--- src/hw/rtl/psv_pkg.sv ---
// ----------------------------------------------------------------------------
// psv_pkg
// Shared types and constants of the plucked string voice: register map,
// reset values, item codes, sequencer states and inter-module structs.
// ----------------------------------------------------------------------------
package psv_pkg;

   // configuration register widths
   localparam int PERIOD_W = 12;
   localparam int GAIN_W   = 16;
   localparam int ALEN_W   = 12;
   localparam int STEP_W   = 16;
   localparam int RAMP_W   = ALEN_W + STEP_W;

   // register port
   localparam int CSR_ADDR_W = 4;
   localparam int CSR_DATA_W = 32;
   localparam int REG_IDX_W  = 2;

   localparam logic [REG_IDX_W-1:0] REG_PERIOD_LENGTH = 2'd0;
   localparam logic [REG_IDX_W-1:0] REG_DECAY_GAIN    = 2'd1;
   localparam logic [REG_IDX_W-1:0] REG_ATTACK_LENGTH = 2'd2;
   localparam logic [REG_IDX_W-1:0] REG_ATTACK_STEP   = 2'd3;

   localparam logic [PERIOD_W-1:0] PERIOD_LENGTH_RST = 12'd100;
   localparam logic [GAIN_W-1:0]   DECAY_GAIN_RST    = 16'd65274;
   localparam logic [ALEN_W-1:0]   ATTACK_LENGTH_RST = 12'd220;
   localparam logic [STEP_W-1:0]   ATTACK_STEP_RST   = 16'd298;

   // item codes
   localparam logic FUNC_LOAD = 1'b0;
   localparam logic FUNC_TICK = 1'b1;

   typedef enum logic {
      ST_IDLE,
      ST_DECAY
   } state_type;

   typedef struct packed {
      logic [PERIOD_W-1:0] period_length;
      logic [GAIN_W-1:0]   decay_gain;
      logic [ALEN_W-1:0]   attack_length;
      logic [STEP_W-1:0]   attack_step;
   } csr_regs_type;

   typedef struct packed {
      logic push;
      logic apply;
   } ramp_cmd_type;

endpackage

--- src/hw/rtl/psv_ctrl.sv ---
// ----------------------------------------------------------------------------
// psv_ctrl
// Sequencer: ring addressing, read-modify-write of the string loop with the
// decay filter, and the attack counter.
// ----------------------------------------------------------------------------
module psv_ctrl #(
   parameter int MAX_PERIOD  = 2048,
   parameter int SAMPLE_BITS = 16,
   parameter int AW          = 11
) (
   input  logic                              clock,
   input  logic                              reset,
   input  psv_pkg::csr_regs_type             regs,
   input  logic                              req_valid,
   output logic                              req_ready,
   input  logic                              req_func,
   input  logic signed [SAMPLE_BITS-1:0]     req_excitation,
   input  logic                              ramp_free,
   output psv_pkg::ramp_cmd_type             ramp_cmd,
   output logic signed [SAMPLE_BITS-1:0]     decay_sample,
   output logic [psv_pkg::RAMP_W-1:0]        ramp_gain,
   output logic                              mem_we,
   output logic [AW-1:0]                     mem_wa,
   output logic [SAMPLE_BITS-1:0]            mem_wd,
   output logic                              mem_re,
   output logic [AW-1:0]                     mem_ra0,
   output logic [AW-1:0]                     mem_ra1,
   input  logic [SAMPLE_BITS-1:0]            mem_rd0,
   input  logic [SAMPLE_BITS-1:0]            mem_rd1
);

   localparam int EW = (psv_pkg::PERIOD_W > AW + 1) ? psv_pkg::PERIOD_W : AW + 1;
   localparam int SB = SAMPLE_BITS;

   psv_pkg::state_type state_ff, state_in;
   logic [AW-1:0] play_ff, play_in;
   logic [AW-1:0] load_ff, load_in;
   logic [psv_pkg::ALEN_W-1:0] count_ff, count_in;
   logic [AW-1:0] wa_ff;
   logic [psv_pkg::RAMP_W-1:0] gain_ff;
   logic apply_ff;

   logic [EW-1:0] period_ext;
   logic [EW-1:0] eff_period;
   logic [AW-1:0] play_cur, play_nxt;
   logic [AW-1:0] load_cur, load_nxt;
   logic [EW-1:0] play_inc, load_inc;
   logic accept, accept_tick, accept_load;
   logic attack_on;

   logic signed [SB:0]    pair_sum;
   logic signed [SB-1:0]  pair_avg;
   logic signed [SB+16:0] decay_prod;

   // period clamped to the legal ring range
   always_comb begin
      period_ext = EW'(regs.period_length);
      if (period_ext < EW'(2)) begin
         eff_period = EW'(2);
      end else if (period_ext > EW'(MAX_PERIOD)) begin
         eff_period = EW'(MAX_PERIOD);
      end else begin
         eff_period = period_ext;
      end
   end

   // positions beyond a shrunken period restart at zero
   always_comb begin
      play_cur = (EW'(play_ff) >= eff_period) ? '0 : play_ff;
      play_inc = EW'(play_cur) + EW'(1);
      play_nxt = (play_inc >= eff_period) ? '0 : play_inc[AW-1:0];
      load_cur = (EW'(load_ff) >= eff_period) ? '0 : load_ff;
      load_inc = EW'(load_cur) + EW'(1);
      load_nxt = (load_inc >= eff_period) ? '0 : load_inc[AW-1:0];
   end

   assign attack_on = count_ff < regs.attack_length;

   // loop filter on the registered ring words
   always_comb begin
      pair_sum   = $signed({mem_rd0[SB-1], mem_rd0}) + $signed({mem_rd1[SB-1], mem_rd1});
      pair_avg   = pair_sum[SB:1];
      decay_prod = pair_avg * $signed({1'b0, regs.decay_gain});
   end

   assign decay_sample = decay_prod[SB+15:16];
   assign ramp_gain    = gain_ff;
   assign mem_ra0      = play_cur;
   assign mem_ra1      = play_nxt;

   always_comb begin
      state_in      = state_ff;
      play_in       = play_ff;
      load_in       = load_ff;
      count_in      = count_ff;
      req_ready     = 1'b0;
      mem_we        = 1'b0;
      mem_wa        = wa_ff;
      mem_wd        = decay_sample;
      mem_re        = 1'b0;
      ramp_cmd.push  = 1'b0;
      ramp_cmd.apply = apply_ff;
      accept        = 1'b0;
      accept_tick   = 1'b0;
      accept_load   = 1'b0;
      case (state_ff)
         psv_pkg::ST_IDLE: begin
            req_ready   = ramp_free;
            accept      = req_valid & ramp_free;
            accept_tick = accept & (req_func == psv_pkg::FUNC_TICK);
            accept_load = accept & (req_func == psv_pkg::FUNC_LOAD);
            if (accept_load) begin
               mem_we   = 1'b1;
               mem_wa   = load_cur;
               mem_wd   = req_excitation;
               load_in  = load_nxt;
               play_in  = '0;
               count_in = '0;
            end
            if (accept_tick) begin
               mem_re   = 1'b1;
               play_in  = play_nxt;
               load_in  = '0;
               if (attack_on) begin
                  count_in = count_ff + psv_pkg::ALEN_W'(1);
               end
               state_in = psv_pkg::ST_DECAY;
            end
         end
         psv_pkg::ST_DECAY: begin
            // write back the filtered word and hand it to the ramp stage
            mem_we        = 1'b1;
            ramp_cmd.push = 1'b1;
            state_in      = psv_pkg::ST_IDLE;
         end
         default: begin
            state_in = psv_pkg::ST_IDLE;
         end
      endcase
   end

   always_ff @(posedge clock) begin
      if (reset) begin
         state_ff <= psv_pkg::ST_IDLE;
         play_ff  <= '0;
         load_ff  <= '0;
         count_ff <= '0;
      end else begin
         state_ff <= state_in;
         play_ff  <= play_in;
         load_ff  <= load_in;
         count_ff <= count_in;
      end
   end

   always_ff @(posedge clock) begin
      if (accept_tick) begin
         wa_ff    <= play_cur;
         apply_ff <= attack_on;
         gain_ff  <= count_ff * regs.attack_step;
      end
   end

endmodule

--- config.mk ---
export PLATFORM = sky130hd
export DESIGN_NAME = psv_ctrl
export DESIGN_NICKNAME = d
export VERILOG_FILES = /design/src/hw/rtl/psv_pkg.sv /design/src/hw/rtl/psv_ctrl.sv
export SDC_FILE = /design/constraint.sdc
export NUM_CORES = 1
export LEC_CHECK = 0
export ABC_AREA = 1
export BUFFER_PORTS_ARGS = -buffer_cell sky130_fd_sc_hd__buf_2
export CORE_MARGIN = 4
export CORE_UTILIZATION = 45
export DETAILED_ROUTE_END_ITERATION = 10
export GPL_ROUTABILITY_DRIVEN = 0
export GPL_TIMING_DRIVEN = 1
export PLACE_DENSITY = 0.72
export SETUP_SLACK_MARGIN = 0.3
export SYNTH_ARGS = -nofsm -noshare
export SYNTH_HDL_FRONTEND = slang
export SYNTH_SLANG_ARGS = --single-unit
--- constraint.sdc ---
create_clock -name clock -period 35.4 [get_ports clock]
set_input_delay 10.62 -clock clock [delete_from_list [all_inputs] [get_ports clock]]
set_output_delay 10.62 -clock clock [all_outputs]
set_load 0.005 [all_outputs]
### Word level (Yosys, flattened, before mapping)

Index checks and enable logic that the tools add are counted.

* bits in registers: 75
* output and inout bits: 98
* word-level logic and storage cells: 52

* add/subtract/negate cells: 4
* multiply operators: 2
* order comparisons: 7
* mux-type cells: 25
* bitwise logic cells: 5
* reductions and logical operators: 2

Operator list (number)
* $mux 11: 10
* $mux 12: 5
* $mul 16x17->32: 1
* $mux 16: 2
* $mul 12x16->28: 1
* $add 11x1->12 const B: 2
* $ge 11x12->1: 2
* $ge 12x12->1: 2
* $add 16x16->17: 1
* $add 12x1->12 const B: 1
* $gt 12x12->1 const B: 1
* $lt 12x12->1: 1
* $lt 12x2->1 const B: 1
* $mux 1: 6
* $pmux 1 s2: 2
* $and 1x1->1: 3
* $not 1->1: 2
* $reduce_and 2->1: 1
* $reduce_bool 2->1: 1

### Logic depth before layout (Yosys ltp)

* depth in word-level cells: 10
* gate-level depth with buffers: 38
* depth with buffers taken out: 37

### Worst setup path before layout

No wires, ideal clock.

* path kind: input to output
* start point: in mem_rd0[1]
* end point: out decay_sample[9]
* data arrival time: 16730 ps
* slack: 8050 ps
* cell stages on the path: 32
* path buffers: 1
* cell sequence: inv_1 -> fa_1 -> inv_1 -> nand2_1 -> nand2_1 -> o21ai_1 -> o21bai_1 -> or2_2 -> nand2_1 -> inv_1 -> clkbuf_1 -> nand2_1 -> fa_1 -> inv_1 -> fa_1 -> inv_1 -> fa_1 -> inv_1 -> fa_1 -> fa_1 -> inv_1 -> fa_1 -> inv_1 -> ha_1 -> a21oi_1 -> a21boi_0 -> o21ai_0 -> nand2_1 -> nand3_1 -> a21o_1 -> or2_1 -> and2_1

* word-level cells in the longest chain between the ends: 2

Ends and longest elaborated chain
* start: declaration: line psv_ctrl.sv:28 `input logic [SAMPLE_BITS-1:0] mem_rd0,`
* $add 16x16->17: line psv_ctrl.sv:81 `pair_sum = $signed({mem_rd0[SB-1], mem_rd0}) + $signed({mem_rd1[SB-1], mem_rd1});`
* $mul 16x17->32: line psv_ctrl.sv:83 `decay_prod = pair_avg * $signed({1'b0, regs.decay_gain});`
* end: declaration: line psv_ctrl.sv:20 `output logic signed [SAMPLE_BITS-1:0] decay_sample,`

No other way between the ends.

### Final worst setup path

* start point: in mem_rd0[1]
* end point: out mem_wd[7]

* word-level cells in the longest chain between the ends: 4

Ends and longest elaborated chain
* $add 16x16->17 *: line psv_ctrl.sv:81
* $mul 16x17->32 *: line psv_ctrl.sv:83
* $mux 16: line psv_ctrl.sv:112 `if (accept_load) begin`
* $mux 16 *: line psv_ctrl.sv:106 `case (state_ff)`
* end: declaration: line psv_ctrl.sv:24 `output logic [SAMPLE_BITS-1:0] mem_wd,`

Every way passes the cells marked *; elsewhere a longest branch is shown, timed or not.

==> results.json <==
{
  "outcome": "completed",
  "drt-initial-drc-count": 1434,
  "synth_compound_area_share_pct": 6.15,
  "grt_overflow": 0,
  "synthArstFlopShare_pct": 0,
  "setup_slack_ns": 6.99,
  "cts_tree": "done",
  "critPathCaptureType": "output port",
  "whs_ns": 0.499,
  "clk_latency_ns": 0.37,
  "skew_ns": 0.0104,
  "fmax_ghz": 0.0352,
  "cp.arrival_ns": 17.79,
  "nets": 3649,
  "track_usage_pct": 22.9,
  "routed_wl_um": 57000,
  "path_max_fanout": 12,
  "synth_fp_nets": 3506,
  "hold_class": "register to register",
  "grt_first_pass_wirelength_um": 93400,
  "path_depth": 30,
  "grt_max_degree": 49,
  "drt-vias-per-instance": 5.19,
  "syn_to_final_growth_pct": 8.51,
  "rows": 78,
  "dr.pass1.iters": 5,
  "synth_edf_count": 40,
  "rsz0062_at_grt": "false",
  "cts_hold_buffers": 0,
  "seq_area_frac_synth_pct": 9.05,
  "setup_violations": 0,
  "max_cap_violations": 0,
  "io_buffer_count": 206,
  "cts.sinks": 75,
  "cts_resized": 0,
  "synth-adder-area-share_pct": 47.0,
  "ctsLongestPathBuffers": 2,
  "post_cts_buffers": 0,
  "hold_viol_final": 0,
  "synth_xor_area_share_pct": 2.36,
  "antenna_found_initial": 4,
  "cp.required_ns": 24.78,
  "cts_root_buf": "clkbuf_16",
  "fp.dieW_um": 224,
  "placeableCoreArea_sq_um": 45800,
  "cp-start-kind": "input port",
  "grt_pass1_vias": 18520,
  "antenna_left": 0,
  "max_slew_margin_pct": 29.3,
  "io_pins": 207,
  "die_h_um": 224,
  "synth_top_family_by_area": "adder cells",
  "cp_slowest_stage_delay_ns": 0.84,
  "layout-drive-gt1-share_pct": 9.34,
  "dieArea_sq_um": 50200,
  "syn_area_per_cell_sq_um": 7.49,
  "tns_ns": 0,
  "cts.clk_slew.worst_paths_ns": 0.07,
  "yosysUniqueCellTypes": 49,
  "slew_violations": 0,
  "min_path_cells": 2,
  "initial_utilization_pct": 45.9,
  "ys.flop_type": "edfxtp_1",
  "wl_per_cell_um": 16.0,
  "place_ws_ns": 7.06,
  "syn_area_sq_um": 21000,
  "fin_crit_sh_pct": 80.3,
  "cp.buffers_inverters": 8,
  "ys_ff_latch": 75,
  "min_period_ns": 28.41,
  "cpLargestDelayFamily": "adder cells",
  "muxShareOfSynthArea_pct": 0.107,
  "reg2reg_depth": 18,
  "htreeDepth": 3,
  "hpwlAfterDp_um": 47200,
  "yosys_warnings": 0,
  "cts_made_buffers": 9,
  "post-route-drc-count": 0,
  "routed-via-count": 18465,
  "crit_slowest_cell": "xor2_1",
  "synthSimpleGateAreaFrac_pct": 21.8,
  "synthCells": 2808,
  "final_util_pct": 49.8,
  "tightest_slew_ns": 1.06,
  "path_class": "input port to output port"
}
final cells by class:
type / count / area, sq um
diodes: 1 / 2.50
clock buffers: 10 / 229
clock inverters: 6 / 45.0
fillers: 4508 / 23000
inverters: 675 / 2530
multi-input cells: 1978 / 16300
flip-flops and latches: 75 / 1900
well taps: 600 / 751
repair buffers: 212 / 1080
final timing paths:
path | start | to | slack, ns
worst min-delay path | load_ff[10] | load_ff[10] | 0.50
worst max register to register | count_ff[3] | ramp_gain[20] | 29.40
worst max-delay path | mem_rd0[1] | mem_wd[7] | 6.99
worst min register to register | load_ff[10] | load_ff[10] | 0.50
synthesized netlist by cell type, types with 2 or more instances:
master,count,area [sq um]
o21ai_0,57,285
nand4_2,2,25.0
a21o_1,12,90.1
nor3_1,14,70.1
clkinv_1,5,18.8
o21a_1,3,22.5
o21ai_2,2,17.5
buf_2,9,45.0
or2_1,3,18.8
nand3_1,102,510
o211ai_1,3,22.5
o21ai_1,4,20.0
a21oi_2,2,17.5
a21boi_0,5,37.5
and2_1,12,75.1
o32ai_1,2,17.5
ha_1,255,3190
xor2_2,3,48.8
or2_2,6,37.5
buf_4,2,15.0
nand2_4,2,22.5
nand2_2,4,25.0
inv_1,662,2480
nor2_1,217,815
a21oi_1,112,561
xor2_1,37,324
nor4_1,6,37.5
inv_2,8,30.0
nand4_1,28,175
o31ai_1,4,30.0
edfxtp_1,40,1200
o21bai_1,9,67.6
nor2_2,11,68.8
clkbuf_1,65,244
a31oi_1,8,50.1
xnor2_1,14,123
a211oi_1,2,15.0
nand2_1,681,2560
fa_1,334,6690
buf_1,4,15.0
dfxtp_1,35,701
mux2_2,2,22.5
nand3b_1,9,67.6
nor2_4,6,67.6
registers in the layout, indices dropped and copies added, names as in the netlist:
register   cells
play_ff       11
wa_ff         11
state_ff       1
load_ff       11
ramp_gain     28
apply_ff       1
count_ff      12
metal layers:
metal  GRT usage [%]  share of wire, %
met5               0             0.026
met1            30.2                41
met3            3.28               7.8
met2            38.1                47
met4            9.56               4.3
cells in the final DEF (no fill, tap or decap), types with 10 or more instances in the layout:
| master | count |
|---|---|
| a21o_1 | 12 |
| a21oi_1 | 112 |
| and2_1 | 12 |
| buf_2 | 206 |
| dfxtp_1 | 35 |
| edfxtp_1 | 40 |
| fa_1 | 334 |
| ha_1 | 255 |
| inv_1 | 662 |
| nand2_1 | 681 |
| nand3_1 | 102 |
| nand4_1 | 28 |
| nor2_1 | 217 |
| nor2_2 | 10 |
| nor3_1 | 14 |
| o21ai_0 | 57 |
| xnor2_1 | 14 |
| xor2_1 | 37 |
stage by stage:
stage                     std cells  cell area (sq um)
final                          3557              22800
after floorplan                2808              21000
after global routing           3556              22800
after detailed placement       3540              22500
after global placement         3540              22500
after CTS                      3556              22800
worst reg2reg max path, stage by stage (launching register included):
cell     delay [ns]
dfxtp_1        1.00
nand2_1        0.20
fa_1           0.54
fa_1           0.51
inv_1          0.06
fa_1           0.53
inv_1          0.05
fa_1           0.48
inv_1          0.05
fa_1           0.45
ha_1           0.41
nand2_1        0.08
inv_1          0.07
nand3_1        0.12
o21ai_0        0.30
a21oi_1        0.18
o21ai_0        0.41
a21oi_1        0.14
xnor2_1        0.16
kinds of logic after synthesis:
group,Yosys count
DFF,75
buffers and inverters,755
muxes,2
adders and majority gates,589
AOI/OAI and AO/OA,229
xor gates and xnor gates,54
and+or+nand+nor,1104
Power is left out: the tool's default activity adds up to more than one toggle a clock period on the data nets, which glitch-free logic cannot reach.
