[src/hw/rtl/psv_pkg.sv]
// ----------------------------------------------------------------------------
// psv_pkg
// Shared types and constants of the plucked string voice: register map,
// reset values, item codes, sequencer states and inter-module structs.
// ----------------------------------------------------------------------------
package psv_pkg;

   // configuration register widths
   localparam int PERIOD_W = 12;
   localparam int GAIN_W   = 16;
   localparam int ALEN_W   = 12;
   localparam int STEP_W   = 16;
   localparam int RAMP_W   = ALEN_W + STEP_W;

   // register port
   localparam int CSR_ADDR_W = 4;
   localparam int CSR_DATA_W = 32;
   localparam int REG_IDX_W  = 2;

   localparam logic [REG_IDX_W-1:0] REG_PERIOD_LENGTH = 2'd0;
   localparam logic [REG_IDX_W-1:0] REG_DECAY_GAIN    = 2'd1;
   localparam logic [REG_IDX_W-1:0] REG_ATTACK_LENGTH = 2'd2;
   localparam logic [REG_IDX_W-1:0] REG_ATTACK_STEP   = 2'd3;

   localparam logic [PERIOD_W-1:0] PERIOD_LENGTH_RST = 12'd100;
   localparam logic [GAIN_W-1:0]   DECAY_GAIN_RST    = 16'd65274;
   localparam logic [ALEN_W-1:0]   ATTACK_LENGTH_RST = 12'd220;
   localparam logic [STEP_W-1:0]   ATTACK_STEP_RST   = 16'd298;

   // item codes
   localparam logic FUNC_LOAD = 1'b0;
   localparam logic FUNC_TICK = 1'b1;

   typedef enum logic {
      ST_IDLE,
      ST_DECAY
   } state_type;

   typedef struct packed {
      logic [PERIOD_W-1:0] period_length;
      logic [GAIN_W-1:0]   decay_gain;
      logic [ALEN_W-1:0]   attack_length;
      logic [STEP_W-1:0]   attack_step;
   } csr_regs_type;

   typedef struct packed {
      logic push;
      logic apply;
   } ramp_cmd_type;

endpackage

[src/hw/rtl/psv_csr.sv]
// ----------------------------------------------------------------------------
// psv_csr
// Configuration registers behind a simple APB-style slave, zero wait states.
// ----------------------------------------------------------------------------
module psv_csr (
   input  logic                                clock,
   input  logic                                reset,
   input  logic                                psel,
   input  logic                                penable,
   input  logic                                pwrite,
   input  logic [psv_pkg::CSR_ADDR_W-1:0]      paddr,
   input  logic [psv_pkg::CSR_DATA_W-1:0]      pwdata,
   output logic [psv_pkg::CSR_DATA_W-1:0]      prdata,
   output logic                                pready,
   output psv_pkg::csr_regs_type               regs
);

   psv_pkg::csr_regs_type regs_ff;
   logic [psv_pkg::REG_IDX_W-1:0] idx;
   logic wr_en;

   assign pready = 1'b1;
   assign idx    = paddr[psv_pkg::CSR_ADDR_W-1:2];
   assign wr_en  = psel & penable & pwrite & pready;
   assign regs   = regs_ff;

   always_ff @(posedge clock) begin
      if (reset) begin
         regs_ff.period_length <= psv_pkg::PERIOD_LENGTH_RST;
         regs_ff.decay_gain    <= psv_pkg::DECAY_GAIN_RST;
         regs_ff.attack_length <= psv_pkg::ATTACK_LENGTH_RST;
         regs_ff.attack_step   <= psv_pkg::ATTACK_STEP_RST;
      end else if (wr_en) begin
         case (idx)
            psv_pkg::REG_PERIOD_LENGTH: begin
               regs_ff.period_length <= pwdata[psv_pkg::PERIOD_W-1:0];
            end
            psv_pkg::REG_DECAY_GAIN: begin
               regs_ff.decay_gain <= pwdata[psv_pkg::GAIN_W-1:0];
            end
            psv_pkg::REG_ATTACK_LENGTH: begin
               regs_ff.attack_length <= pwdata[psv_pkg::ALEN_W-1:0];
            end
            psv_pkg::REG_ATTACK_STEP: begin
               regs_ff.attack_step <= pwdata[psv_pkg::STEP_W-1:0];
            end
            default: begin
            end
         endcase
      end
   end

   always_comb begin
      case (idx)
         psv_pkg::REG_PERIOD_LENGTH: begin
            prdata = psv_pkg::CSR_DATA_W'(regs_ff.period_length);
         end
         psv_pkg::REG_DECAY_GAIN: begin
            prdata = psv_pkg::CSR_DATA_W'(regs_ff.decay_gain);
         end
         psv_pkg::REG_ATTACK_LENGTH: begin
            prdata = psv_pkg::CSR_DATA_W'(regs_ff.attack_length);
         end
         psv_pkg::REG_ATTACK_STEP: begin
            prdata = psv_pkg::CSR_DATA_W'(regs_ff.attack_step);
         end
         default: begin
            prdata = '0;
         end
      endcase
   end

endmodule

[config.mk]
export PLATFORM = sky130hd
export DESIGN_NAME = psv_csr
export DESIGN_NICKNAME = d
export VERILOG_FILES = /design/src/hw/rtl/psv_pkg.sv /design/src/hw/rtl/psv_csr.sv
export SDC_FILE = /design/constraint.sdc
export NUM_CORES = 1
export LEC_CHECK = 0
export BUFFER_PORTS_ARGS = -buffer_cell sky130_fd_sc_hd__buf_2
export CORE_ASPECT_RATIO = 1.2
export CORE_MARGIN = 1.5
export CORE_UTILIZATION = 37
export CTS_CLUSTER_SIZE = 25
export DETAILED_ROUTE_END_ITERATION = 12
export PLACE_DENSITY = 0.66
export SYNTH_ARGS = -nofsm -noshare
export SYNTH_HDL_FRONTEND = slang
export SYNTH_SLANG_ARGS = --single-unit
[constraint.sdc]
create_clock -name clock -period 2.47 [get_ports clock]
set_input_delay 0.494 -clock clock [delete_from_list [all_inputs] [get_ports clock]]
set_output_delay 0.494 -clock clock [all_outputs]
set_load 0.005 [all_outputs]
Word level (Yosys, flattened, before mapping)
Cells that the tools add are included.
- register bits: 56
- latch bits: 0
- memory bits (writable): 0
- bits in read-only memories: 0
- output and inout port bits: 89
- word-level logic and storage cells: 15
- memories kept: 0
- $add $sub $neg: 0
- multiply operators: 0
- div/mod/pow operators: 0
- order comparisons: 0
- equal/unequal tests: 3
- shift operators: 0
- muxes and demuxes: 1
- bitwise gates (word level): 2
- reductions and logical operators: 5
- operators with widths (kind ; number):
    case mux 32 bit (4 select lines) ; 1
    AND reduction 2 bit ; 4
    equality test 2 bit, second input constant ; 2
    AND 1 bit ; 2
    equality test 2 x 1 -> 1 bit, second input constant ; 1
    logical NOT 2 bit ; 1

Logic depth before layout (Yosys ltp)
Gate-level depths: netlist of the first run.
- depth after elaboration: 3
- gate-level depth with buffers: 5
- depth with buffers taken out: 3

Worst setup path after synthesis of the first run
OpenSTA, ideal clock, no wires.
- path type: in2out
- start: in paddr[3] (netlist name)
- end: out prdata[0] (netlist name)
- arrival: 1352 ps
- data required time: 1976 ps
- slack: 624 ps
- cell stages on the path: 3
- buffers on the path: 2
- path through: buf_4 buf_6 mux4_2
- cells in the longest elaborated chain, start to end: 2
- ends and longest elaborated chain (item ; RTL line ; text):
    start, declared ; psv_csr.sv:11 ; input logic [psv_pkg::CSR_ADDR_W-1:0] paddr,
    equality test 2 bit (tied with other cells) ; psv_csr.sv:54 ; case (idx)
    case mux 32 bit (4 select lines) (*) ; psv_csr.sv:54 ;
    end, declared ; psv_csr.sv:13 ; output logic [psv_pkg::CSR_DATA_W-1:0] prdata,
Every way passes the cells marked *; elsewhere a longest branch is shown, timed or not. The select of a mux whose other input is x is not followed.

Final worst setup path of the first run
- start: in paddr[2] (netlist name)
- end: out prdata[5] (netlist name)
Same word-level chain as after synthesis.

==> results of run 1 <==
==> final cells by class <==
class,instances,share of cell area [%]
clock buffer,6,2.47
sequential,56,33.5
clock inverter,2,0.412
multi-input combinational,195,44.0
timing repair buffer,100,16.2
tap,90,3.37
==> worst max-delay path by stage <==
stage	startpoint	to	slack, ps	cells past startpoint
floorplan	paddr[3]	prdata[0]	620	3
global placement	paddr[2]	regs[46]	370	4
detailed placement	paddr[2]	regs[49]	270	4
CTS	paddr[2]	prdata[5]	400	4
global route	paddr[2]	prdata[5]	360	4
finish	paddr[2]	prdata[5]	410	4
==> synthesized netlist by cell type <==
library cell	instances
dfxtp_1	56
mux2i_1	53
nand2b_1	40
nor2_1	40
buf_4	19
o21ai_0	12
mux4_2	11
nor2b_1	11
clkbuf_1	9
buf_6	5
buf_2	3
and3_1	2
conb_1	2
o21ai_1	2
buf_1	1
buf_12	1
mux4_1	1
nand3_1	1
nand3_2	1
nand4_2	1
nor3b_1	1
or2_1	1
or3_1	1
==> per-layer routing <==
metal | wire (um) | part of all wire [%] | vias to the layer above | GRT usage [%]
met5 | 0 | 0 | - | 0
met2 | 3030 | 48 | 76 | 26.9
met1 | 2750 | 44 | 980 | 18.9
met4 | 88 | 1.4 | 0 | 4.82
li1 | - | - | 1058 | -
met3 | 396 | 6.3 | 8 | 3.93
==> kinds of logic after synthesis <==
kind of cell / Yosys count / synth area share, %
other: 2 / 0.268
AO/OA/AOI/OAI: 14 / 2.50
multiplexers: 65 / 28.7
buffers and inverters: 38 / 9.68
AND/OR/NAND/NOR: 99 / 18.9
flip-flops: 56 / 40.0
==> where the power goes <==
part / internal, mW / switching [mW]
clock: 0.230 / 0.301
sequential: 0.914 / 0.00829
combinational: 0.0927 / 0.0965
total: 1.24 / 0.405
==> worst max-delay path, delay by kind of cell <==
family | cells | cell delay [ps]
buffers and inverters | 3 | 710
muxes | 1 | 350
==> per-stage QoR <==
step           power (mW)  utilization (%)  setup slack [ps]  hold slack, ps  area, um2
3_3_place_gp         1.13             44.4               370             473       3250
2_1_floorplan        1.08                -               624             473       2860
5_1_grt              1.72             45.7               362             439       3340
3_5_place_dp         1.14             44.4               274             483       3250
6_report             1.64             45.7               407             439       3340
4_1_cts              1.67             45.7               396             427       3340
==> results.json, run 1 <==
{
  "outcome": "completed",
  "die_w_um": 82.5,
  "crit_slowest_cell": "mux4_2",
  "cts_num_sinks": 56,
  "min_from": "pwdata[3]",
  "first_pass_iters": 6,
  "io_buffers": 94,
  "cts_tree": "yes",
  "clock_latency_ps": 300,
  "routed_wl_mm": 6.26,
  "ys_types": 23,
  "min_to": "regs[47]",
  "first_global_vias": 1982,
  "cp.arrival_ps": 1570,
  "dieHeight_um": 98.4,
  "clock.fmax_mhz": 485,
  "yosys.area.top_type": "dfxtp_1",
  "cp_max_fo": 19,
  "regArea_um2": 1120,
  "antenna_cells": 0,
  "vias": 2122,
  "reg2reg_depth": 3,
  "worstHoldPathCells": 3,
  "multiInputGateArea_um2": 1470,
  "crit_required_ps": 1980,
  "wire_per_inst_um": 13.9,
  "critPathCaptureType": "output port",
  "core_um2": 7320,
  "regToRegEndpoint": "regs[21]",
  "ir_worst_vdd_mv": 0.245,
  "rows": 34,
  "placed_cells": 441,
  "io_pins": 130,
  "drv_slew": 0,
  "grt_pass1_wl_mm": 9.68,
  "nets": 399,
  "hold_viol_final": 0,
  "clock-root-buffer": "clkbuf_8",
  "period_minus_slack_ps": 2060,
  "ys_seq_area_share_pct": 40.0,
  "drive_above_1_share_pct": 34.0,
  "power_leakage_nw": 1.56,
  "dp_hpwl_mm": 4.27,
  "worst_pin_slew_ps": 812,
  "path_common_cell": "buf_2",
  "cts_resized": 0,
  "grt_use_total_pct": 15.7,
  "ys_ff_latch": 56,
  "num-fill-cells": 773,
  "rsz0062_at_grt": "false",
  "clock_skew_ps": 0,
  "postSynthCellCount": 274,
  "yosysWarnings": 0,
  "worstReg2RegStart": "regs[21]",
  "cts.path.max_buffers": 2,
  "powerDensity_nw_per_um2": 491,
  "via_per_inst": 4.73,
  "post-route-period-util_pct": 83.5,
  "grt_overflow_total": 0,
  "setup_violations": 0,
  "area_growth_pct": 19.2,
  "slew_headroom_pct": 45.8,
  "h-tree-depth": 2,
  "drc": 0,
  "synthTopCellsByArea": "dfxtp_1 (40%), mux2i_1 (19%), nand2b_1 (8.9%), mux4_2 (8.8%), nor2_1 (5.4%)",
  "layout_commonest_cell": "buf_2",
  "syn_area_um2": 2800,
  "hold_buffers": 0,
  "largest_register_ffs": 56,
  "maxCapViolCount": 0,
  "finalWeightedCongestion": 0.708,
  "cpPeakStageDelay_ps": 350,
  "final_cells": 449,
  "crit_path_start_kind": "primary input",
  "grt_antenna_before_repair": 0,
  "yosys.area.top_type_share_pct": 40.0,
  "drt_iter0_markers": 63,
  "postCtsSetupBuffers": 0,
  "fin_setup_tns_ps": 0,
  "postRouteAntennaNets": 0,
  "final_cell_mix": "buf_2 (94), dfxtp_1 (56), mux2i_1 (53)",
  "cts_made_buffers": 5,
  "start_util_pct": 38.3,
  "worstPathCellList": "buf_2 -> buf_4 -> mux4_2 -> buf_2",
  "reg2reg_slack_ps": 1700,
  "clk_pin_slew_ps": 100,
  "hold_class": "primary input to flop",
  "critical_path_class": "primary input to output port",
  "avgSynthCellArea_um2": 10.2,
  "dieArea_um2": 8110,
  "grt_max_degree": 88
}
Power figures use the tool's default switching activity.
==> run 2, diff against run 1 <==
Settings changed: PLACE_DENSITY 0.66 to 0.68.
Clock period 2.47 ns to 1.7 ns, I/O delays scaled along.
==> results.json, run 2 (same netlist as run 1, synthesis figures left out) <==
{
  "drive_above_1_share_pct": 35.3,
  "rsz0062_at_grt": "false",
  "start_util_pct": 38.3,
  "first_pass_iters": 4,
  "core_um2": 7320,
  "drt_iter0_markers": 87,
  "finalWeightedCongestion": 0.732,
  "cts.path.max_buffers": 2,
  "grt_max_degree": 88,
  "clock-root-buffer": "clkbuf_8",
  "largest_register_ffs": 56,
  "rows": 34,
  "powerDensity_nw_per_um2": 730,
  "cp.arrival_ps": 1310,
  "slew_headroom_pct": 56.9,
  "post-route-period-util_pct": 96.9,
  "grt_antenna_before_repair": 0,
  "io_buffers": 94,
  "reg2reg_slack_ps": 940,
  "dp_hpwl_mm": 4.58,
  "clock.fmax_mhz": 607,
  "nets": 405,
  "fin_setup_tns_ps": 0,
  "via_per_inst": 4.79,
  "worstHoldPathCells": 3,
  "drc": 0,
  "regArea_um2": 1120,
  "h-tree-depth": 2,
  "power_leakage_nw": 1.59,
  "postCtsSetupBuffers": 0,
  "crit_path_start_kind": "flop",
  "clk_pin_slew_ps": 100,
  "num-fill-cells": 739,
  "reg2reg_depth": 3,
  "regToRegEndpoint": "regs[26]",
  "critical_path_class": "flop to output port",
  "placed_cells": 447,
  "p_total_mw": 2.50,
  "maxCapViolCount": 0,
  "setup_violations": 0,
  "crit_required_ps": 1360,
  "clock_latency_ps": 300,
  "min_from": "pwdata[13]",
  "multiInputGateArea_um2": 1470,
  "final_cell_mix": "buf_2 (94), dfxtp_1 (55), mux2i_1 (53)",
  "postRouteAntennaNets": 0,
  "wire_per_inst_um": 14.1,
  "dieArea_um2": 8110,
  "dieHeight_um": 98.4,
  "area_growth_pct": 22.0,
  "cts_num_sinks": 56,
  "io_pins": 130,
  "die_w_um": 82.5,
  "antenna_cells": 0,
  "grt_overflow_total": 0,
  "final_cells": 455,
  "routed_wl_mm": 6.43,
  "hold_class": "primary input to flop",
  "cp_max_fo": 3,
  "outcome": "completed",
  "final_util_pct": 46.8,
  "critPathCaptureType": "output port",
  "worstReg2RegStart": "regs[26]",
  "grt_pass1_wl_mm": 9.94,
  "whs_ps": 290,
  "clock_skew_ps": 0,
  "min_to": "regs[13]",
  "cts_tree": "yes",
  "worst_pin_slew_ps": 647,
  "grt_use_total_pct": 16.1,
  "ir_worst_vdd_mv": 0.394,
  "hold_viol_final": 0,
  "drv_slew": 0,
  "layout_commonest_cell": "buf_2",
  "vias": 2180,
  "cts_made_buffers": 5,
  "period_minus_slack_ps": 1650,
  "hold_buffers": 0,
  "first_global_vias": 2009
}
==> run 2: changes by cell type in the layout (fill, tap and decap cells not counted) <==
cell / change
buf_4: +4
buf_12: +2
mux4_1: -1
clkbuf_8: -1
clkbuf_1: +1
inv_6: -1
mux4_2: +1
dfxtp_2: +1
dfxtp_1: -1
bufinv_16: +1
==> run 2: how the worst max path moves through the flow <==
stage	slack, ps	end	cells after the start	start
6_report	50	prdata[11]	2	regs[11]
5_1_grt	4	prdata[11]	2	regs[11]
4_1_cts	40	prdata[11]	2	regs[11]
3_5_place_dp	60	prdata[9]	4	paddr[3]
3_3_place_gp	70	prdata[8]	4	paddr[3]
2_1_floorplan	160	prdata[0]	3	paddr[3]
==> run 2: worst max-delay path: stages, from the launching register on <==
cell and delay, ps:
dfxtp_2 350, mux4_2 500, buf_2 150
==> run 2: cell type report <==
cell class	instances	share of cell area, %
repair buffers	106	17.8
well taps	90	3.29
flip-flops and latches	56	32.8
multi-input cells	195	42.9
clock buffers	6	2.12
clock inverters	2	1.02
==> run 2: repair_timing <==
item,4_1_cts,5_1_grt
gates resized for setup,1,1
cloned,0,0
setup endpoints to repair,1,1
==> run 2: power by group <==
| group | internal [mW] | switching [mW] | leakage, nW |
|---|---|---|---|
| Combinational | 0.144 | 0.144 | 1.08 |
| Sequential | 1.33 | 0.0123 | 0.454 |
| Clock | 0.439 | 0.432 | 0.0552 |
| Total | 1.91 | 0.588 | 1.59 |
==> run 2: through the flow <==
stage / instance area (um2) / worst slack, ps
floorplan: 2860 / 162
detailed placement: 3320 / 63.7
CTS: 3420 / 38.7
global placement: 3320 / 70.6
finish: 3420 / 53.4
global route: 3420 / 4.08
==> run 2: routing by layer <==
layer,global-route usage [%],wire length [um]
met5,0,0
met4,3.52,31
met3,3.83,330
met2,26.4,3100
met1,21.1,2980
