### src/hw/rtl/psv_pkg.sv
// ----------------------------------------------------------------------------
// psv_pkg
// Shared types and constants of the plucked string voice: register map,
// reset values, item codes, sequencer states and inter-module structs.
// ----------------------------------------------------------------------------
package psv_pkg;

   // configuration register widths
   localparam int PERIOD_W = 12;
   localparam int GAIN_W   = 16;
   localparam int ALEN_W   = 12;
   localparam int STEP_W   = 16;
   localparam int RAMP_W   = ALEN_W + STEP_W;

   // register port
   localparam int CSR_ADDR_W = 4;
   localparam int CSR_DATA_W = 32;
   localparam int REG_IDX_W  = 2;

   localparam logic [REG_IDX_W-1:0] REG_PERIOD_LENGTH = 2'd0;
   localparam logic [REG_IDX_W-1:0] REG_DECAY_GAIN    = 2'd1;
   localparam logic [REG_IDX_W-1:0] REG_ATTACK_LENGTH = 2'd2;
   localparam logic [REG_IDX_W-1:0] REG_ATTACK_STEP   = 2'd3;

   localparam logic [PERIOD_W-1:0] PERIOD_LENGTH_RST = 12'd100;
   localparam logic [GAIN_W-1:0]   DECAY_GAIN_RST    = 16'd65274;
   localparam logic [ALEN_W-1:0]   ATTACK_LENGTH_RST = 12'd220;
   localparam logic [STEP_W-1:0]   ATTACK_STEP_RST   = 16'd298;

   // item codes
   localparam logic FUNC_LOAD = 1'b0;
   localparam logic FUNC_TICK = 1'b1;

   typedef enum logic {
      ST_IDLE,
      ST_DECAY
   } state_type;

   typedef struct packed {
      logic [PERIOD_W-1:0] period_length;
      logic [GAIN_W-1:0]   decay_gain;
      logic [ALEN_W-1:0]   attack_length;
      logic [STEP_W-1:0]   attack_step;
   } csr_regs_type;

   typedef struct packed {
      logic push;
      logic apply;
   } ramp_cmd_type;

endpackage

### src/hw/rtl/psv_ramp.sv
// ----------------------------------------------------------------------------
// psv_ramp
// Attack ramp stage with saturation, followed by the result register.
// ----------------------------------------------------------------------------
module psv_ramp #(
   parameter int SAMPLE_BITS = 16
) (
   input  logic                           clock,
   input  logic                           reset,
   input  psv_pkg::ramp_cmd_type          cmd,
   input  logic signed [SAMPLE_BITS-1:0]  in_sample,
   input  logic [psv_pkg::RAMP_W-1:0]     in_gain,
   output logic                           ramp_free,
   output logic                           rsp_valid,
   input  logic                           rsp_ready,
   output logic signed [SAMPLE_BITS-1:0]  rsp_sample
);

   localparam int SB = SAMPLE_BITS;
   localparam int PW = SB + psv_pkg::RAMP_W + 1;
   localparam int WW = PW - 16;

   logic rv_ff, rv_in;
   logic ov_ff, ov_in;
   logic apply_ff;
   logic signed [SB-1:0] rs_ff;
   logic [psv_pkg::RAMP_W-1:0] rg_ff;
   logic signed [SB-1:0] out_ff;

   logic move;
   logic signed [PW-1:0] prod;
   logic signed [WW-1:0] wide;
   logic overflow;
   logic signed [SB-1:0] ramped;

   assign move      = rv_ff & (~ov_ff | rsp_ready);
   assign ramp_free = ~rv_ff | move;

   always_comb begin
      prod = rs_ff * $signed({1'b0, rg_ff});
      wide = prod[PW-1:16];
      // bits above the sample's sign must all match the sign
      overflow = (wide[WW-1:SB-1] != {(WW-SB+1){1'b0}})
              && (wide[WW-1:SB-1] != {(WW-SB+1){1'b1}});
      if (overflow) begin
         ramped = wide[WW-1] ? {1'b1, {(SB-1){1'b0}}} : {1'b0, {(SB-1){1'b1}}};
      end else begin
         ramped = wide[SB-1:0];
      end
   end

   always_comb begin
      rv_in = rv_ff;
      ov_in = ov_ff;
      if (ov_ff & rsp_ready) begin
         ov_in = 1'b0;
      end
      if (move) begin
         ov_in = 1'b1;
         rv_in = 1'b0;
      end
      if (cmd.push) begin
         rv_in = 1'b1;
      end
   end

   always_ff @(posedge clock) begin
      if (reset) begin
         rv_ff <= 1'b0;
         ov_ff <= 1'b0;
      end else begin
         rv_ff <= rv_in;
         ov_ff <= ov_in;
      end
   end

   always_ff @(posedge clock) begin
      if (cmd.push) begin
         rs_ff    <= in_sample;
         rg_ff    <= in_gain;
         apply_ff <= cmd.apply;
      end
      if (move) begin
         out_ff <= apply_ff ? ramped : rs_ff;
      end
   end

   assign rsp_valid  = ov_ff;
   assign rsp_sample = out_ff;

endmodule

### config.mk
export PLATFORM = sky130hd
export DESIGN_NAME = psv_ramp
export DESIGN_NICKNAME = d
export VERILOG_FILES = /design/src/hw/rtl/psv_pkg.sv /design/src/hw/rtl/psv_ramp.sv
export SDC_FILE = /design/constraint.sdc
export NUM_CORES = 1
export LEC_CHECK = 0
export BUFFER_PORTS_ARGS = -buffer_cell sky130_fd_sc_hd__buf_2
export CORE_MARGIN = 3
export CORE_UTILIZATION = 65
export CTS_CLUSTER_DIAMETER = 120
export DETAILED_ROUTE_END_ITERATION = 16
export HOLD_SLACK_MARGIN = 0.05
export PLACE_DENSITY = 0.86
export SYNTH_ARGS = -nofsm -noshare
export SYNTH_HDL_FRONTEND = slang
export SYNTH_SLANG_ARGS = --single-unit
export TNS_END_PERCENT = 50
### constraint.sdc
create_clock -name clock -period 8.78 [get_ports clock]
set_input_delay 1.317 -clock clock [delete_from_list [all_inputs] [get_ports clock]]
set_output_delay 1.317 -clock clock [all_outputs]
set_load 0.03 [all_outputs]
======== After elaboration in Yosys (flattened, before gate mapping) ========
Cells that the tools add are included.
cells by class
  div/mod/pow operators ................... 0
  $mul .................................... 1
  shifts and indexed selects .............. 0
  order comparisons ....................... 0
  mux-type cells .......................... 7
  equal/unequal tests ..................... 1
  reduce and logical (&&, ||, !) cells .... 4
  $add $sub $neg .......................... 0
  bitwise logic cells ..................... 6
operators with widths
  cell                                    count
  two-way mux 16 bit                      3
  multiplier 16 x 29 -> 45 bit            1
  != test 14 bit (second input constant)  1
  nonzero test 14 bit                     1
  two-way mux 1 bit                       4
  nonzero test 2 bit                      2
  bitwise AND 1 bit                       2
  inverter 1 bit                          2
  bitwise OR 1 bit                        2
  logical AND 1 bit                       1
storage, ports and cells
  memory bits (read-only) ................. 0
  memories ................................ 0
  latch bits .............................. 0
  output and inout port bits .............. 18
  flip-flop bits (word level) ............. 63
  bits of input ports ..................... 49
  RAM bits ................................ 0

======== Longest topological paths before layout ========
Gate-level depths: netlist of run 1.
  word-level depth ........................ 5
  depth in mapped cells ................... 28
  gate-level depth less buffers ........... 25

======== Worst setup path after synthesis of run 1 ========
Ideal clock, no wire load.
  kind .................................... reg-to-reg
  start point ............................. reg rs_ff[1]
  end point ............................... reg out_ff[10], in the netlist rsp_sample[10], data pin
  path buffers ............................ 4
  cell stages (with the launch flop) ...... 29
  setup slack ............................. 1.350 ns
  library setup time ...................... 0.265 ns
  data required time ...................... 8.515 ns
  data arrival time ....................... 7.165 ns
  cells stage by stage .................... edfxtp_1 clkbuf_1 clkbuf_1 nand2_1 fa_1 inv_1 fa_1 inv_1 fa_1 inv_1 fa_1 fa_1 inv_1 fa_1 inv_1 ha_1 buf_4 a21oi_2 o21ai_1 a221oi_2 o21ai_2 or4_1 a22oi_1 o211ai_1 nor4b_1 or4b_4 a21boi_4 buf_6 o22ai_2
between the ends
  word-level cells in the longest chain between the ends .. 5
  elaborated cells between the ends (all ways) .. 7
  those cells by class .................... mul (1); eq/ne (1); mux (3); reduce/logical (2)
ends and longest elaborated chain
  what                                                   line                            RTL
  start, declared                                        psv_ramp.sv:26                  logic signed [SB-1:0] rs_ff;
  start signal, assigned                                 psv_ramp.sv:79                  rs_ff <= in_sample;
  multiplier 16 x 29 -> 45 bit (*)                       psv_ramp.sv:40                  prod = rs_ff * $signed({1'b0, rg_ff});
  != test 14 bit or nonzero test 14 bit (tied branches)  psv_ramp.sv:44, psv_ramp.sv:43
  logical AND 1 bit                                      psv_ramp.sv:44                  && (wide[WW-1:SB-1] != {(WW-SB+1){1'b1}});
  two-way mux 16 bit (*)                                 psv_ramp.sv:45                  if (overflow) begin
  two-way mux 16 bit (*)                                 psv_ramp.sv:84                  out_ff <= apply_ff ? ramped : rs_ff;
  end signal, assigned                                   psv_ramp.sv:84
  end, declared                                          psv_ramp.sv:28                  logic signed [SB-1:0] out_ff;
Every way passes the cells marked *; elsewhere a longest branch is shown, timed or not.
A chain may end at the register's enable or synchronous reset.

======== Worst setup path in the final report of run 1 ========
  start point ............................. reg rs_ff[4]
  end point ............................... reg out_ff[1], in the netlist rsp_sample[1], data pin
Same word-level chain as after synthesis.

==> results.yml, run 1 <==
cts:
  h-tree-depth: 3
  clock_latency_ps: 360
  cts_buffers: 9
  clkSlewWorstSetupHoldPaths_ps: 80
  ctsHoldBuffers: 0
  cts_sinks: 63
  clockBufferDepth: 2
  cts_tree: "yes"
  root_buffer: "clkbuf_16"
detailed_routing:
  drt_wl_total_mm: 44.6
  post-route-drc-count: 0
  drtAntennaViolNets: 0
  drtIter0Drc: 1007
  wl_per_cell_um: 19.5
  first_pass_iters: 5
  vias: 13395
  viasPerCell: 5.85
run:
  drv_cap: 0
worst_hold_path:
  hp-start: "rv_ff"
  worstHoldPathType: "reg -> reg"
  min_path_cells: 2
  hold_end: "rsp_valid"
timing:
  rsz0062_at_grt: "false"
  finalSetupViolCount: 0
  max_slew_margin_pct: 19.4
  skew_ps: 21.8
  fin_crit_sh_pct: 94.7
  hold_viol_final: 0
  worst_pin_slew_ps: 1210
  slew_violations: 0
  fin_crit_ps: 8310
  finalSetupTns_ps: 0
  fmax_ghz: 0.120
floorplanning:
  die_w_um: 170
  die_h_um: 170
  dieArea_um2: 28900
  core_region_area_um2: 26200
  start_util_pct: 66.6
  rows: 59
  ios: 67
grt:
  grt_pass1_vias: 14707
  grt_max_degree: 47
  grt_first_pass_wirelength_mm: 73.3
  grt.total_usage_pct: 32.3
  grt.overflow.total: 0
  antenna_found_initial: 2
finish:
  mostFrequentLayoutCell: "inv_1"
  drive_above_1_share_pct: 7.73
  regArea_um2: 1870
  most-common-layout-cells: "inv_1 (447), fa_1 (361), nand2_1 (275)"
  area_delta_synth_final_pct: 5.31
  multiInputGateArea_um2: 13500
  fillers: 1976
  antennaDiodeCount: 0
  layout.nets: 2503
synth:
  synth_edf_count: 61
  synth_cell_types: 70
  synth.avg_cell_area_um2: 9.05
  syn-cell-area_um2: 17500
  synth_warnings: 0
  synth.top_cells.by_area: "fa_1 (41%), edfxtp_1 (10%), ha_1 (10%), inv_1 (9.6%), and2_1 (6.8%)"
  ys_ff_latch: 63
  yosysSeqAreaShare_pct: 10.7
  ys.flop_type: "edfxtp_1"
  synth_top_cell_area_share_pct: 41.4
  synthCells: 1929
  mappedNetlistNets: 2482
  async_flop_share_pct: 0
  synth_top_area_cell: "fa_1"
placed_design:
  dp_hpwl_mm: 35.9
  port-buffer-count: 66
  gp_congestion: 0.954
worst_setup_path:
  critPathLaunchType: "flop"
  worstPathArrival_ps: 8380
  crit_top_cell: "fa_1"
  cp.required_ps: 8850
  crit_slowest_cell: "edfxtp_1"
  critPathCaptureType: "flop"
  worstReg2RegEnd: "rsp_sample[1]"
  timing.rr.start: "rs_ff[4]"
  crit_type: "reg -> reg"
  path_max_fanout: 18
  slowest_delay_ps: 870
  rrSetupSlack_ps: 470
  reg2reg_depth: 26
run_status:
  run_status: "completed"
==> per-stage QoR <==
step	instances	worst slack (ps)	util (%)	instance area, µm²	hold slack (ps)
CTS	2286	355	70.1	18400	512
floorplan	1929	1350	-	17500	478
finish	2289	469	70.2	18400	519
global route	2289	84.9	70.2	18400	542
detailed placement	2271	438	69.1	18100	502
global placement	2271	474	69.1	18100	486
==> repair_timing <==
| item | 4_1_cts | 5_1_grt |
|---|---|---|
| gates resized for setup | 0 | 0 |
| buffers inserted | 0 | 3 |
| endpoints found under the setup margin | 0 | 15 |
==> final cells by class <==
| class | instances | share of cell area, % |
|---|---|---|
| multi-input combinational | 1322 | 73.5 |
| clock inverter | 5 | 0.143 |
| sequential | 63 | 10.2 |
| timing repair buffer | 106 | 3.56 |
| clock buffer | 10 | 1.24 |
| tap | 335 | 2.28 |
| inverter | 448 | 9.14 |
==> Yosys cell counts (5+ instances only) <==
cell	number
inv_1	447
fa_1	361
nand2_1	275
and2_1	190
ha_1	143
clkbuf_1	85
nor2_1	68
edfxtp_1	61
a21oi_1	38
o21ai_0	34
nand2b_1	15
a21o_1	14
nand4_1	14
nand3_1	13
xnor2_1	13
xor2_1	10
o22ai_2	9
nor3_1	8
o211ai_1	7
o21ai_1	7
or4_1	7
a21oi_2	6
a31oi_1	6
buf_2	6
nor2b_1	6
o21a_1	6
o22ai_1	6
a211oi_1	5
nor4_1	5
==> worst max-delay path: cells and delay by family, from the launching register on <==
kind / cells / cell delay, ps
simple gates: 5 / 1540
fa+ha+maj: 7 / 3280
flops: 1 / 870
compound gates: 7 / 1360
buf+inv: 7 / 980
==> state kept, by name, summed over array words and instances, names as in the netlist <==
signal	flops
rv_ff	1
rs_ff	16
rsp_sample	16
apply_ff	1
rsp_valid	1
rg_ff	28
==> kinds of logic (layout without fill, tap and decap cells) <==
group                    count (synthesis)  in the layout  synth area share (%)
XOR/XNOR                                23             23                  1.15
AO/OA/AOI/OAI                          173            173                  7.07
AND/OR/NAND/NOR                        620            620                  17.4
flip-flops                              63             63                  10.7
buffers and inverters                  544            569                  11.9
multiplexers                             2              2                 0.122
adder cells (fa/ha/maj)                504            504                  51.6
==> metal layers <==
metal | vias to the layer above | wire length (µm) | GRT usage, %
met5 | - | 21 | 0
met4 | 2 | 1900 | 12.5
met3 | 155 | 3250 | 5.55
met2 | 586 | 22700 | 56.8
met1 | 6790 | 16700 | 40.2
li1 | 5862 | - | -
==> how the worst max path moves through the flow <==
stage,from,to,slack (ps),cells after the start
floorplan,rs_ff[1],rsp_sample[10],1350,28
global placement,rs_ff[1],rsp_sample[3],470,23
detailed placement,rs_ff[1],rsp_sample[1],440,23
CTS,rs_ff[1],rsp_sample[1],360,23
global route,rs_ff[1],rsp_sample[1],80,23
finish,rs_ff[4],rsp_sample[1],470,26
Power of run 1 is left out: the tool's default activity adds up to more than one toggle a clock period on the data nets, which glitch-free logic cannot reach.
==> run 2, diff against run 1 <==
--- a/config.mk
+++ b/config.mk
@@ -5,13 +5,14 @@
 export SDC_FILE = /design/constraint.sdc
 export NUM_CORES = 1
 export LEC_CHECK = 0
-export BUFFER_PORTS_ARGS = -buffer_cell sky130_fd_sc_hd__buf_2
 export CORE_MARGIN = 3
 export CORE_UTILIZATION = 65
 export CTS_CLUSTER_DIAMETER = 120
 export DETAILED_ROUTE_END_ITERATION = 16
+export DONT_BUFFER_PORTS = 1
+export GPL_TIMING_DRIVEN = 0
 export HOLD_SLACK_MARGIN = 0.05
-export PLACE_DENSITY = 0.86
+export PLACE_DENSITY = 0.84
 export SYNTH_ARGS = -nofsm -noshare
 export SYNTH_HDL_FRONTEND = slang
 export SYNTH_SLANG_ARGS = --single-unit
==> constraint.sdc (replaced) <==
create_clock -name clock -period 8.78 [get_ports clock]
set_input_delay 1.317 -clock clock [delete_from_list [all_inputs] [get_ports clock]]
set_output_delay 1.317 -clock clock [all_outputs]
set_load 0.05 [all_outputs]
==> results.yml, run 2 (same netlist as run 1, synthesis figures left out) <==
floorplanning:
  dieArea_um2: 28900
  rows: 59
  start_util_pct: 66.6
  core_region_area_um2: 26200
  die_w_um: 170
  ios: 67
  die_h_um: 170
timing:
  fin_crit_sh_pct: 98.0
  rsz0062_at_grt: "false"
  fmax_ghz: 0.116
  setup_slack_ps: 175
  worst_pin_slew_ps: 1000
  slew_violations: 0
  max_slew_margin_pct: 33.1
  finalSetupViolCount: 0
  fin_crit_ps: 8610
  skew_ps: 13.2
  finalSetupTns_ps: 0
  hold_viol_final: 0
finish:
  drive_above_1_share_pct: 4.63
  regArea_um2: 1870
  multiInputGateArea_um2: 13500
  fillers: 1949
  largest_reg_flops: 28
  mostFrequentLayoutCell: "inv_1"
  area_delta_synth_final_pct: 4.89
  stdcell_count: 2280
  layout.nets: 2492
  top_register: "rg_ff"
  most-common-layout-cells: "inv_1 (447), fa_1 (361), nand2_1 (275)"
  final_util_pct: 69.9
cts:
  h-tree-depth: 3
  cts_sinks: 63
  clockBufferDepth: 2
  cts_tree: "yes"
  clock_latency_ps: 350
  root_buffer: "clkbuf_16"
  ctsHoldBuffers: 0
  cts_buffers: 9
  clkSlewWorstSetupHoldPaths_ps: 60
worst_setup_path:
  path_max_fanout: 10
  worstReg2RegEnd: "rsp_sample[14]"
  cp_top_family: "adder cells"
  worstPathArrival_ps: 8670
  cp.required_ps: 8850
  critPathLaunchType: "flop"
  reg2reg_depth: 25
  crit_end: "rsp_sample[14]"
  crit_slowest_cell: "clkbuf_1"
  timing.rr.start: "rs_ff[15]"
  crit_buf_inv: 6
  slowest_delay_ps: 650
  crit_top_cell: "fa_1"
  crit_start: "rs_ff[15]"
  crit_type: "reg -> reg"
  critPathCaptureType: "flop"
  rrSetupSlack_ps: 170
  cp_num_cells: 25
placed_design:
  port-buffer-count: 0
  gp_congestion: 1.02
  dpl.cell_count: 2264
  dp_hpwl_mm: 42.1
  pre_cts_ws_ps: -304
detailed_routing:
  wl_per_cell_um: 22.7
  viasPerCell: 6.06
  drt_wl_total_mm: 51.8
  drtIter0Drc: 1385
  post-route-drc-count: 0
  first_pass_iters: 5
  vias: 13817
  drtAntennaViolNets: 0
grt:
  grt_max_degree: 47
  grt.overflow.total: 0
  grt_first_pass_wirelength_mm: 81.7
  grt_pass1_vias: 14870
  antenna_found_initial: 1
  grt.total_usage_pct: 37.7
worst_hold_path:
  worstHoldPathType: "reg -> reg"
  min_path_cells: 2
run:
  drv_cap: 0
run_status:
  run_status: "completed"
-- run 2: changes by cell type in the layout (fill, tap and decap cells not counted), moves of 2 or more --
cell / before / now
clkinv_2: 3 / 0
buf_2: 66 / 7
bufinv_16: 0 / 4
clkbuf_1: 1 / 55
inv_6: 0 / 2
buf_4: 36 / 5
clkbuf_2: 0 / 23
-- run 2: how the worst min path moves through the flow --
stage	startpoint	end	slack (ps)
floorplan	rv_ff	rsp_valid	480
global placement	rv_ff	rsp_valid	490
detailed placement	rv_ff	rsp_valid	510
CTS	rv_ff	rsp_valid	520
global route	rv_ff	rsp_valid	560
finish	rv_ff	rsp_valid	530
-- run 2: layer usage --
| layer | routed length, µm | track usage, % | vias to the layer above |
|---|---|---|---|
| met2 | 24100 | 60.4 | 885 |
| li1 | - | - | 5848 |
| met5 | 0 | 0 | - |
| met3 | 5610 | 8.34 | 234 |
| met4 | 3800 | 22.5 | 0 |
| met1 | 18300 | 47.2 | 6850 |
-- run 2: stage by stage --
stage / hold slack, ps / cell area [µm²]
after floorplan: 478 / 17500
after global placement: 488 / 17900
after detailed placement: 510 / 17900
after CTS: 522 / 18300
after global routing: 564 / 18300
final: 529 / 18300
-- run 2: timing repair --
item,CTS,global route
pin swaps,0,1
endpoints found under the setup margin,15,15
setup buffers,3,1
gates resized for setup,8,41
-- run 2: worst reg2reg max path: stages, from the launching register on --
cell and delay (ps):
edfxtp_1 570, clkbuf_1 650, nand2b_1 260, fa_1 520, fa_1 500, inv_1 50, fa_1 400, fa_1 530
fa_1 500, inv_1 50, fa_1 480, inv_1 50, ha_1 250, buf_2 160, a21oi_1 230, o31ai_1 110
a31oi_1 430, nand2_1 230, or4_1 460, a22oi_1 210, o211ai_1 140, nor4b_1 380, or4b_4 540, a21boi_4 280
buf_6 220, o22ai_1 120
-- run 2: layout make-up --
class | count | area share, %
Antenna cell | 1 | 0.0137
Timing Repair Buffer | 4 | 0.164
Multi-Input combinational cell | 1322 | 73.8
Inverter | 448 | 9.20
Buffer | 91 | 2.29
Sequential cell | 63 | 10.2
Tap cell | 335 | 2.29
Clock inverter | 7 | 0.772
Clock buffer | 9 | 1.23
Power of run 2 is left out for the same reason.
